## config.mk

```make
export PLATFORM = sky130hd
export DESIGN_NAME = unicode_escape_to_utf8
export DESIGN_NICKNAME = d
export VERILOG_FILES = /design/src/rtl/ue2u_pkg.sv /design/src/rtl/unicode_escape_to_utf8.sv /design/src/rtl/ue2u_front.sv /design/src/rtl/ue2u_fifo.sv /design/src/rtl/ue2u_back.sv
export VERILOG_INCLUDE_DIRS = /design/src /design/src/rtl
export SDC_FILE = /design/constraint.sdc
export NUM_CORES = 1
export LEC_CHECK = 0
export ABC_CLOCK_PERIOD_IN_PS = 4400
export BUFFER_PORTS_ARGS = -buffer_cell sky130_fd_sc_hd__buf_4
export CAP_MARGIN = 10
export CORE_UTILIZATION = 55
export CTS_BUF_LIST = sky130_fd_sc_hd__clkbuf_2
export DETAILED_ROUTE_END_ITERATION = 16
export HOLD_SLACK_MARGIN = 0.06
export PLACE_DENSITY = 0.78
export SLEW_MARGIN = 20
export SYNTH_ARGS = -nofsm -noshare
export SYNTH_HDL_FRONTEND = slang
export SYNTH_SLANG_ARGS = --single-unit
```

## constraint.sdc

```tcl
create_clock -name i_clk -period 4.4 [get_ports i_clk]
set_clock_uncertainty 0.1 [all_clocks]
set_input_delay 0.66 -clock i_clk [delete_from_list [all_inputs] [get_ports i_clk]]
set_output_delay 0.66 -clock i_clk [all_outputs]
set_load 0.01 [all_outputs]
```

## src/rtl/assert_macros.svh

```systemverilog
// assertion macros shared by the rtl modules
`ifndef ASSERT_MACROS_SVH
`define ASSERT_MACROS_SVH

`ifndef SYNTHESIS
`define UE_ASSERT(lbl, prop) \
    lbl: assert property (@(posedge i_clk) disable iff (!i_rst_n) (prop)) \
        else $error("assertion failed");
`define UE_ASSERT_IMP(lbl, ante, cons) \
    lbl: assert property (@(posedge i_clk) disable iff (!i_rst_n) (ante) |-> (cons)) \
        else $error("assertion failed");
`else
`define UE_ASSERT(lbl, prop)
`define UE_ASSERT_IMP(lbl, ante, cons)
`endif

`endif

```

## src/rtl/ue2u_pkg.sv

```systemverilog
// shared types and constants for the unicode escape decoder
`timescale 1ns / 1ps
`default_nettype none

package ue2u_pkg;

    localparam int UE_MAX_OUT     = 5;
    localparam int UE_QUEUE_DEPTH = 4;

    typedef logic [1:0] t_status;
    localparam t_status ST_OK   = 2'd0;
    localparam t_status ST_ESC  = 2'd1;
    localparam t_status ST_PAIR = 2'd2;

    typedef enum logic [3:0] {
        PH_IDLE,
        PH_BS,
        PH_D1A,
        PH_D1B,
        PH_D1C,
        PH_D1D,
        PH_WBS,
        PH_WU,
        PH_D2A,
        PH_D2B,
        PH_D2C,
        PH_D2D
    } t_phase;

    typedef logic [UE_MAX_OUT-1:0][7:0] t_bytes;

    typedef struct packed {
        logic [7:0] in_byte;
        logic       in_last;
    } t_in_beat;

    typedef struct packed {
        logic [7:0] out_byte;
        logic       out_valid;
        t_status    status;
        logic       out_last;
    } t_out_beat;

    typedef struct packed {
        t_bytes     bytes;
        logic [2:0] cnt;
        logic       last;
        t_status    status;
    } t_cmd;

endpackage

`default_nettype wire

```

## src/rtl/unicode_escape_to_utf8.sv

```systemverilog
// top level of the \uXXXX escape to utf-8 decoder
//
//  channel  valid          stall          payload
//  in       i_in_valid     o_in_stall     i_in_data  (in_byte, in_last)
//  out      o_out_valid    i_out_stall    o_out_data (out_byte, out_valid, status, out_last)
//
// one input beat accepted per cycle while the command queue has room
// each beat gives zero to five result beats, played out one per cycle while the output is not stalled
// each result beat is registered in the command queue and then in the output register
// input stalls only when the QUEUE_DEPTH-entry command queue is full
// synchronous reset, no clearing pass
`timescale 1ns / 1ps
`default_nettype none

module unicode_escape_to_utf8 import ue2u_pkg::*; #(
    parameter int QUEUE_DEPTH = UE_QUEUE_DEPTH
) (
    input  logic      i_clk,
    input  logic      i_rst_n,
    input  logic      i_in_valid,
    input  t_in_beat  i_in_data,
    output logic      o_in_stall,
    output logic      o_out_valid,
    output t_out_beat o_out_data,
    input  logic      i_out_stall
);

    logic w_full;
    logic w_push;
    t_cmd w_push_cmd;
    logic w_q_valid;
    t_cmd w_q_cmd;
    logic w_pop;

    ue2u_front u_front (
        .i_clk   (i_clk),
        .i_rst_n (i_rst_n),
        .i_valid (i_in_valid),
        .i_data  (i_in_data),
        .o_stall (o_in_stall),
        .i_full  (w_full),
        .o_push  (w_push),
        .o_cmd   (w_push_cmd)
    );

    ue2u_fifo #(
        .DEPTH (QUEUE_DEPTH)
    ) u_fifo (
        .i_clk   (i_clk),
        .i_rst_n (i_rst_n),
        .i_push  (w_push),
        .i_data  (w_push_cmd),
        .o_full  (w_full),
        .o_valid (w_q_valid),
        .o_data  (w_q_cmd),
        .i_pop   (w_pop)
    );

    ue2u_back u_back (
        .i_clk   (i_clk),
        .i_rst_n (i_rst_n),
        .i_valid (w_q_valid),
        .i_cmd   (w_q_cmd),
        .o_pop   (w_pop),
        .o_valid (o_out_valid),
        .o_data  (o_out_data),
        .i_stall (i_out_stall)
    );

endmodule

`default_nettype wire

```

## src/rtl/ue2u_front.sv

```systemverilog
// front end: escape parser that turns each accepted input beat into at most one output command
`timescale 1ns / 1ps
`default_nettype none
`include "assert_macros.svh"

module ue2u_front import ue2u_pkg::*; (
    input  logic     i_clk,
    input  logic     i_rst_n,
    input  logic     i_valid,
    input  t_in_beat i_data,
    output logic     o_stall,
    input  logic     i_full,
    output logic     o_push,
    output t_cmd     o_cmd
);

    localparam logic [7:0]  CH_BSL       = 8'h5C;
    localparam logic [7:0]  CH_U         = 8'h75;
    localparam logic [5:0]  HI_TAG       = 6'b110110;
    localparam logic [5:0]  LO_TAG       = 6'b110111;
    localparam logic [20:0] CP_1B_MAX    = 21'h00007F;
    localparam logic [20:0] CP_2B_MAX    = 21'h0007FF;
    localparam logic [20:0] CP_3B_MAX    = 21'h00FFFF;
    localparam logic [20:0] CP_SUPP_BASE = 21'h010000;
    localparam logic [7:0]  LEAD2        = 8'hC0;
    localparam logic [7:0]  LEAD3        = 8'hE0;
    localparam logic [7:0]  LEAD4        = 8'hF0;
    localparam logic [7:0]  CONT         = 8'h80;

    t_phase          r_phase, n_phase;
    logic [15:0]     r_hex, n_hex;
    logic            r_bad, n_bad;
    logic [2:0][7:0] r_held, n_held;
    logic [9:0]      r_high, n_high;
    logic            r_failed, n_failed;
    t_status         r_code, n_code;

    logic            w_acc;
    logic [7:0]      w_c;
    logic            w_last;
    logic            w_dig_ok;
    logic [3:0]      w_dig;
    logic [15:0]     w_hex;
    logic            w_bad;
    logic            w_is_hi;
    logic            w_is_lo;
    logic [20:0]     w_cp;
    logic [2:0]      w_ecnt;
    logic [3:0][7:0] w_ebytes;

    t_phase          w_after;
    logic            w_sfail;
    t_status         w_scode;
    logic [2:0]      w_scnt;
    t_bytes          w_sbytes;

    assign w_c     = i_data.in_byte;
    assign w_last  = i_data.in_last;
    assign o_stall = i_full;
    assign w_acc   = i_valid && !i_full;

    // digit decode and code point
    always_comb begin
        w_dig_ok = 1'b0;
        w_dig    = 4'h0;
        if (w_c >= 8'h30 && w_c <= 8'h39) begin
            w_dig_ok = 1'b1;
            w_dig    = w_c[3:0];
        end else if ((w_c >= 8'h61 && w_c <= 8'h66) || (w_c >= 8'h41 && w_c <= 8'h46)) begin
            w_dig_ok = 1'b1;
            w_dig    = w_c[3:0] + 4'd9;
        end
        w_hex   = {r_hex[11:0], w_dig};
        w_bad   = r_bad || !w_dig_ok;
        w_is_hi = (w_hex[15:10] == HI_TAG);
        w_is_lo = (w_hex[15:10] == LO_TAG);
        if (r_phase == PH_D2D) begin
            w_cp = {1'b0, r_high, w_hex[9:0]} + CP_SUPP_BASE;
        end else begin
            w_cp = {5'b0, w_hex};
        end
    end

    // utf-8 encoder
    always_comb begin
        w_ecnt   = 3'd0;
        w_ebytes = '0;
        if (w_cp <= CP_1B_MAX) begin
            w_ecnt      = 3'd1;
            w_ebytes[0] = w_cp[7:0];
        end else if (w_cp <= CP_2B_MAX) begin
            w_ecnt      = 3'd2;
            w_ebytes[0] = LEAD2 | {3'b0, w_cp[10:6]};
            w_ebytes[1] = CONT | {2'b0, w_cp[5:0]};
        end else if (w_cp <= CP_3B_MAX) begin
            w_ecnt      = 3'd3;
            w_ebytes[0] = LEAD3 | {4'b0, w_cp[15:12]};
            w_ebytes[1] = CONT | {2'b0, w_cp[11:6]};
            w_ebytes[2] = CONT | {2'b0, w_cp[5:0]};
        end else begin
            w_ecnt      = 3'd4;
            w_ebytes[0] = LEAD4 | {5'b0, w_cp[20:18]};
            w_ebytes[1] = CONT | {2'b0, w_cp[17:12]};
            w_ebytes[2] = CONT | {2'b0, w_cp[11:6]};
            w_ebytes[3] = CONT | {2'b0, w_cp[5:0]};
        end
    end

    // one character step
    always_comb begin
        w_after  = r_phase;
        w_sfail  = 1'b0;
        w_scode  = ST_ESC;
        w_scnt   = 3'd0;
        w_sbytes = '0;
        if (!r_failed) begin
            case (r_phase)
                PH_IDLE: begin
                    if (w_c == CH_BSL) begin
                        w_after = PH_BS;
                    end else begin
                        w_sbytes[0] = w_c;
                        w_scnt      = 3'd1;
                    end
                end
                PH_BS: begin
                    if (w_c == CH_U) begin
                        w_after = PH_D1A;
                    end else if (w_c == CH_BSL) begin
                        w_sbytes[0] = CH_BSL;
                        w_scnt      = 3'd1;
                        w_after     = PH_BS;
                    end else begin
                        w_sbytes[0] = CH_BSL;
                        w_sbytes[1] = w_c;
                        w_scnt      = 3'd2;
                        w_after     = PH_IDLE;
                    end
                end
                PH_D1A: w_after = PH_D1B;
                PH_D1B: w_after = PH_D1C;
                PH_D1C: w_after = PH_D1D;
                PH_D1D: begin
                    if (w_bad || w_is_lo) begin
                        w_sfail = 1'b1;
                        w_after = PH_IDLE;
                    end else if (w_is_hi) begin
                        w_after = PH_WBS;
                    end else begin
                        w_sbytes[3:0] = w_ebytes;
                        w_scnt        = w_ecnt;
                        w_after       = PH_IDLE;
                    end
                end
                PH_WBS: begin
                    if (w_c == CH_BSL) begin
                        w_after = PH_WU;
                    end else begin
                        w_sfail = 1'b1;
                        w_after = PH_IDLE;
                    end
                end
                PH_WU: begin
                    if (w_c == CH_U) begin
                        w_after = PH_D2A;
                    end else begin
                        w_sfail = 1'b1;
                        w_after = PH_IDLE;
                    end
                end
                PH_D2A: w_after = PH_D2B;
                PH_D2B: w_after = PH_D2C;
                PH_D2C: w_after = PH_D2D;
                PH_D2D: begin
                    w_after = PH_IDLE;
                    if (w_bad || !w_is_lo) begin
                        w_sfail = 1'b1;
                        w_scode = ST_PAIR;
                    end else begin
                        w_sbytes[3:0] = w_ebytes;
                        w_scnt        = w_ecnt;
                    end
                end
                default: w_after = PH_IDLE;
            endcase
        end
    end

    // next state
    always_comb begin
        n_phase  = r_phase;
        n_hex    = r_hex;
        n_bad    = r_bad;
        n_held   = r_held;
        n_high   = r_high;
        n_failed = r_failed;
        n_code   = r_code;
        if (w_acc && !r_failed) begin
            case (r_phase)
                PH_BS, PH_WU: begin
                    n_hex = '0;
                    n_bad = 1'b0;
                end
                PH_D1A, PH_D1B, PH_D1C, PH_D2A, PH_D2B, PH_D2C: begin
                    n_hex = w_hex;
                    n_bad = w_bad;
                end
                PH_D1D: begin
                    n_hex  = w_hex;
                    n_bad  = w_bad;
                    n_high = w_hex[9:0];
                end
                default: begin
                    n_hex = r_hex;
                end
            endcase
            case (r_phase)
                PH_D1A:  n_held[0] = w_c;
                PH_D1B:  n_held[1] = w_c;
                PH_D1C:  n_held[2] = w_c;
                default: n_held    = r_held;
            endcase
        end
        if (w_acc) begin
            if (w_last) begin
                n_phase  = PH_IDLE;
                n_failed = 1'b0;
                n_code   = ST_OK;
                n_hex    = '0;
                n_bad    = 1'b0;
                n_high   = '0;
            end else begin
                n_phase = w_after;
                if (w_sfail) begin
                    n_failed = 1'b1;
                    n_code   = w_scode;
                end
            end
        end
    end

    // command to the queue
    always_comb begin
        o_cmd        = '0;
        o_cmd.last   = w_last;
        o_cmd.status = ST_OK;
        o_cmd.bytes  = w_sbytes;
        o_cmd.cnt    = w_scnt;
        o_push       = w_acc && (w_last || (w_scnt != 3'd0));
        if (w_last) begin
            if (r_failed || w_sfail) begin
                o_cmd.bytes  = '0;
                o_cmd.cnt    = 3'd0;
                o_cmd.status = r_failed ? r_code : w_scode;
            end else begin
                case (w_after)
                    PH_IDLE: begin
                        o_cmd.cnt = w_scnt;
                    end
                    PH_BS: begin
                        o_cmd.bytes[w_scnt] = CH_BSL;
                        o_cmd.cnt           = w_scnt + 3'd1;
                    end
                    PH_D1A, PH_D1B, PH_D1C, PH_D1D: begin
                        o_cmd.bytes[0] = CH_BSL;
                        o_cmd.bytes[1] = CH_U;
                        o_cmd.bytes[2] = n_held[0];
                        o_cmd.bytes[3] = n_held[1];
                        o_cmd.bytes[4] = n_held[2];
                        case (w_after)
                            PH_D1A:  o_cmd.cnt = 3'd2;
                            PH_D1B:  o_cmd.cnt = 3'd3;
                            PH_D1C:  o_cmd.cnt = 3'd4;
                            default: o_cmd.cnt = 3'd5;
                        endcase
                    end
                    default: begin
                        // surrogate pair still open at the end
                        o_cmd.bytes  = '0;
                        o_cmd.cnt    = 3'd0;
                        o_cmd.status = ST_ESC;
                    end
                endcase
            end
        end
    end

    always_ff @(posedge i_clk) begin
        if (!i_rst_n) begin
            r_phase  <= PH_IDLE;
            r_failed <= 1'b0;
            r_code   <= ST_OK;
            r_bad    <= 1'b0;
        end else begin
            r_phase  <= n_phase;
            r_failed <= n_failed;
            r_code   <= n_code;
            r_bad    <= n_bad;
        end
    end

    always_ff @(posedge i_clk) begin
        r_hex  <= n_hex;
        r_held <= n_held;
        r_high <= n_high;
    end

    `UE_ASSERT(a_failed_idle, !r_failed || r_phase == PH_IDLE)

endmodule

`default_nettype wire

```

## src/rtl/ue2u_fifo.sv

```systemverilog
// command queue between the parser and the output sequencer
`timescale 1ns / 1ps
`default_nettype none
`include "assert_macros.svh"

module ue2u_fifo import ue2u_pkg::*; #(
    parameter int DEPTH = UE_QUEUE_DEPTH
) (
    input  logic i_clk,
    input  logic i_rst_n,
    input  logic i_push,
    input  t_cmd i_data,
    output logic o_full,
    output logic o_valid,
    output t_cmd o_data,
    input  logic i_pop
);

    localparam int PW = (DEPTH > 1) ? $clog2(DEPTH) : 1;
    localparam int CW = $clog2(DEPTH + 1);
    localparam logic [PW-1:0] LAST_PTR = PW'(DEPTH - 1);
    localparam logic [CW-1:0] FULL_CNT = CW'(DEPTH);

    t_cmd          r_mem [DEPTH];
    logic [PW-1:0] r_wr, n_wr;
    logic [PW-1:0] r_rd, n_rd;
    logic [CW-1:0] r_count, n_count;
    logic          w_push;
    logic          w_pop;

    assign o_full  = (r_count == FULL_CNT);
    assign o_valid = (r_count != '0);
    assign o_data  = r_mem[r_rd];
    assign w_push  = i_push && !o_full;
    assign w_pop   = i_pop && o_valid;

    always_comb begin
        n_wr    = r_wr;
        n_rd    = r_rd;
        n_count = r_count;
        if (w_push) begin
            n_wr = (r_wr == LAST_PTR) ? '0 : r_wr + 1'b1;
        end
        if (w_pop) begin
            n_rd = (r_rd == LAST_PTR) ? '0 : r_rd + 1'b1;
        end
        case ({w_push, w_pop})
            2'b10:   n_count = r_count + 1'b1;
            2'b01:   n_count = r_count - 1'b1;
            default: n_count = r_count;
        endcase
    end

    always_ff @(posedge i_clk) begin
        if (!i_rst_n) begin
            r_wr    <= '0;
            r_rd    <= '0;
            r_count <= '0;
        end else begin
            r_wr    <= n_wr;
            r_rd    <= n_rd;
            r_count <= n_count;
        end
    end

    always_ff @(posedge i_clk) begin
        if (w_push) begin
            r_mem[r_wr] <= i_data;
        end
    end

    `UE_ASSERT(a_no_push_full, !(i_push && o_full))
    `UE_ASSERT(a_no_pop_empty, !(i_pop && !o_valid))

endmodule

`default_nettype wire

```

## src/rtl/ue2u_back.sv

```systemverilog
// back end: plays each command out as result beats into the output register
`timescale 1ns / 1ps
`default_nettype none
`include "assert_macros.svh"

module ue2u_back import ue2u_pkg::*; (
    input  logic      i_clk,
    input  logic      i_rst_n,
    input  logic      i_valid,
    input  t_cmd      i_cmd,
    output logic      o_pop,
    output logic      o_valid,
    output t_out_beat o_data,
    input  logic      i_stall
);

    logic       r_o_valid, n_o_valid;
    t_out_beat  r_o_data, n_o_data;
    logic [2:0] r_idx, n_idx;
    logic       w_adv;
    logic       w_final;

    assign o_valid = r_o_valid;
    assign o_data  = r_o_data;

    always_comb begin
        w_adv   = !r_o_valid || !i_stall;
        w_final = (i_cmd.cnt == 3'd0) || (r_idx == i_cmd.cnt - 3'd1);
        o_pop   = i_valid && w_adv && w_final;
    end

    always_comb begin
        n_o_valid = r_o_valid;
        n_o_data  = r_o_data;
        n_idx     = r_idx;
        if (w_adv) begin
            n_o_valid = i_valid;
            if (i_valid) begin
                n_idx = w_final ? 3'd0 : r_idx + 3'd1;
                if (i_cmd.cnt == 3'd0) begin
                    n_o_data.out_byte  = 8'h00;
                    n_o_data.out_valid = 1'b0;
                    n_o_data.status    = i_cmd.status;
                    n_o_data.out_last  = 1'b1;
                end else begin
                    n_o_data.out_byte  = i_cmd.bytes[r_idx];
                    n_o_data.out_valid = 1'b1;
                    n_o_data.status    = ST_OK;
                    n_o_data.out_last  = i_cmd.last && w_final;
                end
            end
        end
    end

    always_ff @(posedge i_clk) begin
        if (!i_rst_n) begin
            r_o_valid <= 1'b0;
            r_idx     <= 3'd0;
        end else begin
            r_o_valid <= n_o_valid;
            r_idx     <= n_idx;
        end
    end

    always_ff @(posedge i_clk) begin
        r_o_data <= n_o_data;
    end

    `UE_ASSERT_IMP(a_bare_is_last, r_o_valid && !r_o_data.out_valid, r_o_data.out_last)
    `UE_ASSERT_IMP(a_status_bare, r_o_valid && r_o_data.status != ST_OK, !r_o_data.out_valid)

endmodule

`default_nettype wire

```

==> impl_metrics.yaml, run 1 <==
status:
  status: "completed"
synth:
  async_flop_share: 0
  ys_ff_latch: 263
  synth_area_leaders: "edfxtp_1 49%, dfxtp_1 11%, mux4_2 10%, nand2_1 2.4%, nor2_1 2.0%"
  synth_area_per_cell_sq_um: 13.6
  synthCells: 889
  synth_fp_nets: 919
  syn_area_sq_mm: 0.0121
  synth.yosys.seq_area_share: 0.597
  ys_types: 91
  synth_area_leader_cell: "edfxtp_1"
  synth_edf_count: 196
  synthFlopType: "edfxtp_1"
  yosysWarnings: 0
  synth_top_cell_area_share: 0.486
setup_path:
  path_cells: "ha_1 > nor3b_1 > o21ai_0 > nand2_1 > nand3_2 > nand2_2 > nor2_1 > o21ai_0 > ha_1 > a31oi_4 > inv_1 > ha_1 > inv_1 > fa_1 > xor2_1 > or3_1 > a21boi_0"
  cp_max_fo: 9
  worstPathRequired_ns: 5.04
  criticalPathCategory: "flip-flop to flip-flop"
  crit_path_frequent_cell: "ha_1"
  critPathTopFamily: "adder cells"
  crit_buf_inv: 2
  arrival_ns: 4.61
  cpMaxStageDelayCell: "dfxtp_1"
  start_kind: "flip-flop"
  endpoint_kind: "flip-flop"
  slowest_delay_ns: 0.45
drt:
  wl_per_cell_um: 21.9
  drt_iter0_drc: 889
  via_count: 8038
  drc: 0
  drt-total-wl_um: 28300
  via_per_inst: 6.20
  drtPass1Iterations: 6
  final_antenna_net_count: 0
timing:
  timing.fmax_mhz: 252
  finalCritPeriodShare: 0.903
  relSlewSlack: 0.314
  whs_ns: 0.158
  rsz0062_at_grt: "false"
  tns_ns: 0
  setup_violations: 0
  fin_crit_ns: 3.97
  hold_viol_final: 0
  slew_viol_final: 0
  tightest_slew_ns: 1.02
placed_design:
  dp.cells: 1172
  port_buffers: 26
  place.gp.congestion: 0.960
  hpwl_um: 19200
global_routing:
  antenna_found_initial: 1
  gr-total-overflow: 0
  grt_pass1_vias: 7902
  track_usage: 0.264
  grt_pass1_wl_um: 44000
  grt_max_degree: 42
clocking:
  path_clk_slew_ns: 0.11
  clk_latency_ns: 0.84
  post_cts_buffers: 0
  cts-hold-fix-buffers: 7
  clock-sinks: 263
  cts_root_buffer: "clkbuf_2"
  tritoncts: "yes"
  clock_path_buffers: 3
  cts_resized: 0
  cts_buffers: 67
  htree_levels: 3
pwr:
  cellLeakagePower_nw: 4.85
  power_mw: 5.93
  ir_worst_vdd_uv: 218
  powerDensity_mw_per_mm2: 444
floorplan:
  core_sq_mm: 0.0213
  start_util: 0.569
  die_w_um: 150
  die_h_um: 150
  io_pins: 27
  num_rows: 53
  die_area_sq_mm: 0.0226
finish:
  multiInputGateArea_sq_mm: 0.00455
  area_growth_pct: 10.2
  nFillCells: 1626
  final_cells: 1296
  drive_gt1_frac: 0.279
  layout.nets: 1003
  final_cell_mix: "196 x edfxtp_1, 99 x clkbuf_2, 76 x nand2_1"
  regArea_sq_mm: 0.00723
  layout_commonest_cell: "edfxtp_1"
worst_hold_path:
  hp-class: "primary input to flip-flop"
flow_run:
  max-cap-violations: 0
final timing paths:
kind,from,end,slack [ns],cells after the start
worst max-delay path,u_front.r_high[6],u_fifo.r_count[2],0.43,17
worst min-delay path,i_in_valid,u_front.r_code[1],0.16,4
worst max register to register,u_front.r_high[6],u_fifo.r_count[2],0.43,17
worst min register to register,u_front.r_code[1],u_front.r_code[1],0.38,2
state kept, by name (all words and copies together) (netlist names), named ones only:
signal            count
u_back.o_valid        1
u_front.r_failed      1
u_front.r_hex        12
u_front.r_code        2
u_front.r_bad         1
u_back.r_idx          3
u_front.r_high       10
u_fifo.r_wr           2
u_front.r_held       24
u_fifo.r_rd           2
u_fifo.r_count        3
u_front.r_phase       4
u_fifo.r_mem        184
u_back.o_data        12
power by group:
| group | internal [mW] | switching (mW) |
|---|---|---|
| logic | 0.611 | 0.613 |
| registers | 2.93 | 0.127 |
| clock network | 0.663 | 0.981 |
| total | 4.21 | 1.72 |
synthesized netlist by cell type, types with 8 or more instances:
cell type  count
edfxtp_1     196
nand2_1       76
dfxtp_1       67
nor2_1        66
mux4_2        54
a21oi_1       47
inv_1         25
o21ai_0       23
clkbuf_1      22
nand3_1       22
a22oi_1       18
mux2_2        18
buf_2         16
ha_1          16
nor2b_1       15
and2_1        14
nor3_1        13
a41o_1        12
a211oi_1       8
nand2b_1       8
tightest hold or removal path, delay by kind of cell:
kind | cells | cell delay, ns
AOI/OAI and AO/OA | 1 | 0.06
buffers and inverters | 1 | 0.08
and+or+nand+nor | 2 | 0.24
area by class of cell:
class,count,area share
multi-input combinational,552,0.341
timing repair buffer,63,0.0386
clock buffer,99,0.0371
antenna,1,0.000188
clock inverter,17,0.00816
tap,275,0.0258
inverter,26,0.00731
sequential,263,0.542
logic make-up (layout without fill, tap and decap cells):
group	after synthesis	in the layout	synth area share
AOI/OAI and AO/OA	183	183	0.113
adders and majority gates	17	17	0.0182
and+or+nand+nor	266	266	0.116
DFF	263	263	0.597
muxes	79	79	0.123
xor gates and xnor gates	7	7	0.00506
buffers and inverters	74	205	0.0284
other	0	1	0
layer usage:
| metal | wire (um) | vias up | share of wire | global-route usage |
|---|---|---|---|---|
| met5 | 0 | - | 0 | 0 |
| met4 | 799 | 0 | 0.028 | 0.108 |
| met3 | 2370 | 73 | 0.084 | 0.0539 |
| met2 | 13500 | 385 | 0.48 | 0.413 |
| met1 | 11700 | 3954 | 0.41 | 0.362 |
| li1 | - | 3626 | - | - |
metrics by stage:
step                      area, sq um  utilization  setup WS (ns)
after floorplan                 12100            -          0.380
after detailed placement        12700        0.595          0.143
after CTS                       13300        0.627          0.444
after global placement          12700        0.595          0.284
final                           13300        0.627          0.426
after global routing            13300        0.627          0.184
(Power assumes the default switching activity.)
==> inputs of run 2 (changes only) <==
--- a/config.mk
+++ b/config.mk
@@ -12,8 +12,8 @@
 export CORE_UTILIZATION = 55
 export CTS_BUF_LIST = sky130_fd_sc_hd__clkbuf_2
 export DETAILED_ROUTE_END_ITERATION = 16
-export HOLD_SLACK_MARGIN = 0.06
 export PLACE_DENSITY = 0.78
+export REMOVE_ABC_BUFFERS = 1
 export SLEW_MARGIN = 20
 export SYNTH_ARGS = -nofsm -noshare
 export SYNTH_HDL_FRONTEND = slang
==> impl_metrics.yaml, run 2 (synthesis gave the netlist of run 1 again) <==
timing:
  setup_ws_ns: 0.476
  slew_viol_final: 0
  tns_ns: 0
  timing.fmax_mhz: 255
  relSlewSlack: 0.346
  finalCritPeriodShare: 0.892
  whs_ns: 0.0891
  rsz0062_at_grt: "false"
  setup_violations: 0
  fin_crit_ns: 3.92
  hold_viol_final: 0
  tightest_slew_ns: 0.977
setup_path:
  worstPathRequired_ns: 5.07
  critPathTopFamily: "simple AND/OR/NAND/NOR gates"
  slowest_delay_ns: 0.45
  crit_buf_inv: 2
  path_cells: "ha_1 > nor3b_1 > o21ai_0 > nand2_1 > nand3_2 > nand2_2 > nor2_1 > o21ai_0 > ha_1 > a31oi_4 > inv_1 > ha_1 > inv_1 > fa_1 > xor2_1 > or3_1 > a21boi_0"
  cp_max_fo: 9
  start_kind: "flip-flop"
  critPathLaunch: "u_front.r_high[6]"
  arrival_ns: 4.59
  cpMaxStageDelayCell: "dfxtp_1"
  criticalPathCategory: "flip-flop to flip-flop"
  timing.rr.start: "u_front.r_high[6]"
  crit_path_frequent_cell: "ha_1"
  endpoint_kind: "flip-flop"
finish:
  area_growth_pct: 10.5
  drive_gt1_frac: 0.275
  largest_reg_flops: 184
  layout_commonest_cell: "edfxtp_1"
  layout.nets: 999
  top_register: "u_fifo.r_mem"
  regArea_sq_mm: 0.00723
  nFillCells: 1590
  fin_area_sq_mm: 0.0134
  multiInputGateArea_sq_mm: 0.00455
  final_cell_mix: "196 x edfxtp_1, 99 x clkbuf_2, 76 x nand2_1"
  top_regs: "u_fifo.r_mem: 184 flops, u_front.r_held: 24 flops"
floorplan:
  core_sq_mm: 0.0213
  die_w_um: 150
  die_area_sq_mm: 0.0226
  io_pins: 27
  num_rows: 53
  die_h_um: 150
  start_util: 0.569
placed_design:
  hpwl_um: 18800
  port_buffers: 26
  place.gp.congestion: 0.978
  placed_cell_area_sq_mm: 0.0127
  place_ws_ns: 0.275
clocking:
  clock-sinks: 263
  clk_latency_ns: 0.87
  clock_path_buffers: 3
  path_clk_slew_ns: 0.11
  post_cts_buffers: 0
  cts_root_buffer: "clkbuf_2"
  tritoncts: "yes"
  cts_buffers: 61
  htree_levels: 2
pwr:
  cellLeakagePower_nw: 4.87
  pwr-share-seq: 0.512
  internal_power_mw: 4.23
  p_comb_frac: 0.218
  powerDensity_mw_per_mm2: 442
  power_switching_mw: 1.69
  swShare: 0.286
  ir_worst_vdd_uv: 197
  clkPwrFrac: 0.270
drt:
  via_per_inst: 6.24
  via_count: 8092
  drtPass1Iterations: 5
  drc: 0
  drt-total-wl_um: 28100
  drt_iter0_drc: 915
  wl_per_cell_um: 21.7
  final_antenna_net_count: 0
global_routing:
  gr-total-overflow: 0
  grt_pass1_vias: 7848
  grt_pass1_wl_um: 43500
  track_usage: 0.259
  grt_max_degree: 47
  antenna_found_initial: 1
worst_hold_path:
  holdCritStartpoint: "i_in_data[5]"
  hp-class: "primary input to flip-flop"
status:
  status: "completed"
flow_run:
  max-cap-violations: 0
run 2: changes by cell type in the layout (fill, tap and decap cells not counted), moves of 2 or more:
cell        change
clkinv_2        -4
buf_12          +3
clkinvlp_4      -2
clkinv_1        +5
inv_2           -2
run 2: layout make-up:
| cell class | instances | area share |
|---|---|---|
| sequential | 263 | 0.540 |
| multi-input combinational | 552 | 0.340 |
| timing repair buffer | 65 | 0.0424 |
| clock buffer | 99 | 0.0370 |
| tap | 275 | 0.0257 |
| inverter | 26 | 0.00729 |
| clock inverter | 15 | 0.00719 |
| antenna | 1 | 0.000187 |
run 2: final timing paths:
check	depth (start not counted)	end	slack (ns)
setup / recovery	17	u_fifo.r_count[2]	0.48
hold / removal	2	u_front.r_held[20]	0.09
setup reg to reg	17	u_fifo.r_count[2]	0.48
hold reg to reg	1	u_front.r_held[18]	0.38
run 2: through the flow:
stage	power [mW]	utilization	cells
6_report	5.91	0.629	1296
2_1_floorplan	3.95	-	841
5_1_grt	6.23	0.629	1296
4_1_cts	5.97	0.629	1295
3_5_place_dp	4.38	0.598	1174
3_3_place_gp	4.34	0.598	1174
run 2: power groups by stage:
stage / logic [mW] / registers, mW / clock network (mW)
after floorplan: 0.761 / 3.19 / 0
after global placement: 1.26 / 3.08 / 0
after detailed placement: 1.29 / 3.09 / 0
after CTS: 1.30 / 3.03 / 1.64
after global routing: 1.40 / 3.06 / 1.76
final: 1.29 / 3.03 / 1.59
run 2: timing repair:
action / 4_1_cts / 5_1_grt
endpoints found under the hold margin: 22 / 0
gates resized for setup: 0 / 0
hold buffers: 7 / 0
setup endpoints to repair: 0 / 0
run 2: worst reg2reg max path, delay by kind of cell, from the launching register on:
kind	cells	cell delay, ns
AO/OA/AOI/OAI	4	0.77
XOR/XNOR	1	0.16
buffers and inverters	2	0.13
flip-flops	1	0.45
adder cells (fa/ha/maj)	4	1.12
AND/OR/NAND/NOR	6	1.13
run 2: layer usage:
layer	vias to the layer above	global-route usage	wire length, um
met4	0	0.0909	661
met1	3957	0.351	11400
met5	-	0	0
li1	3616	-	-
met2	458	0.420	13500
met3	61	0.0464	2530
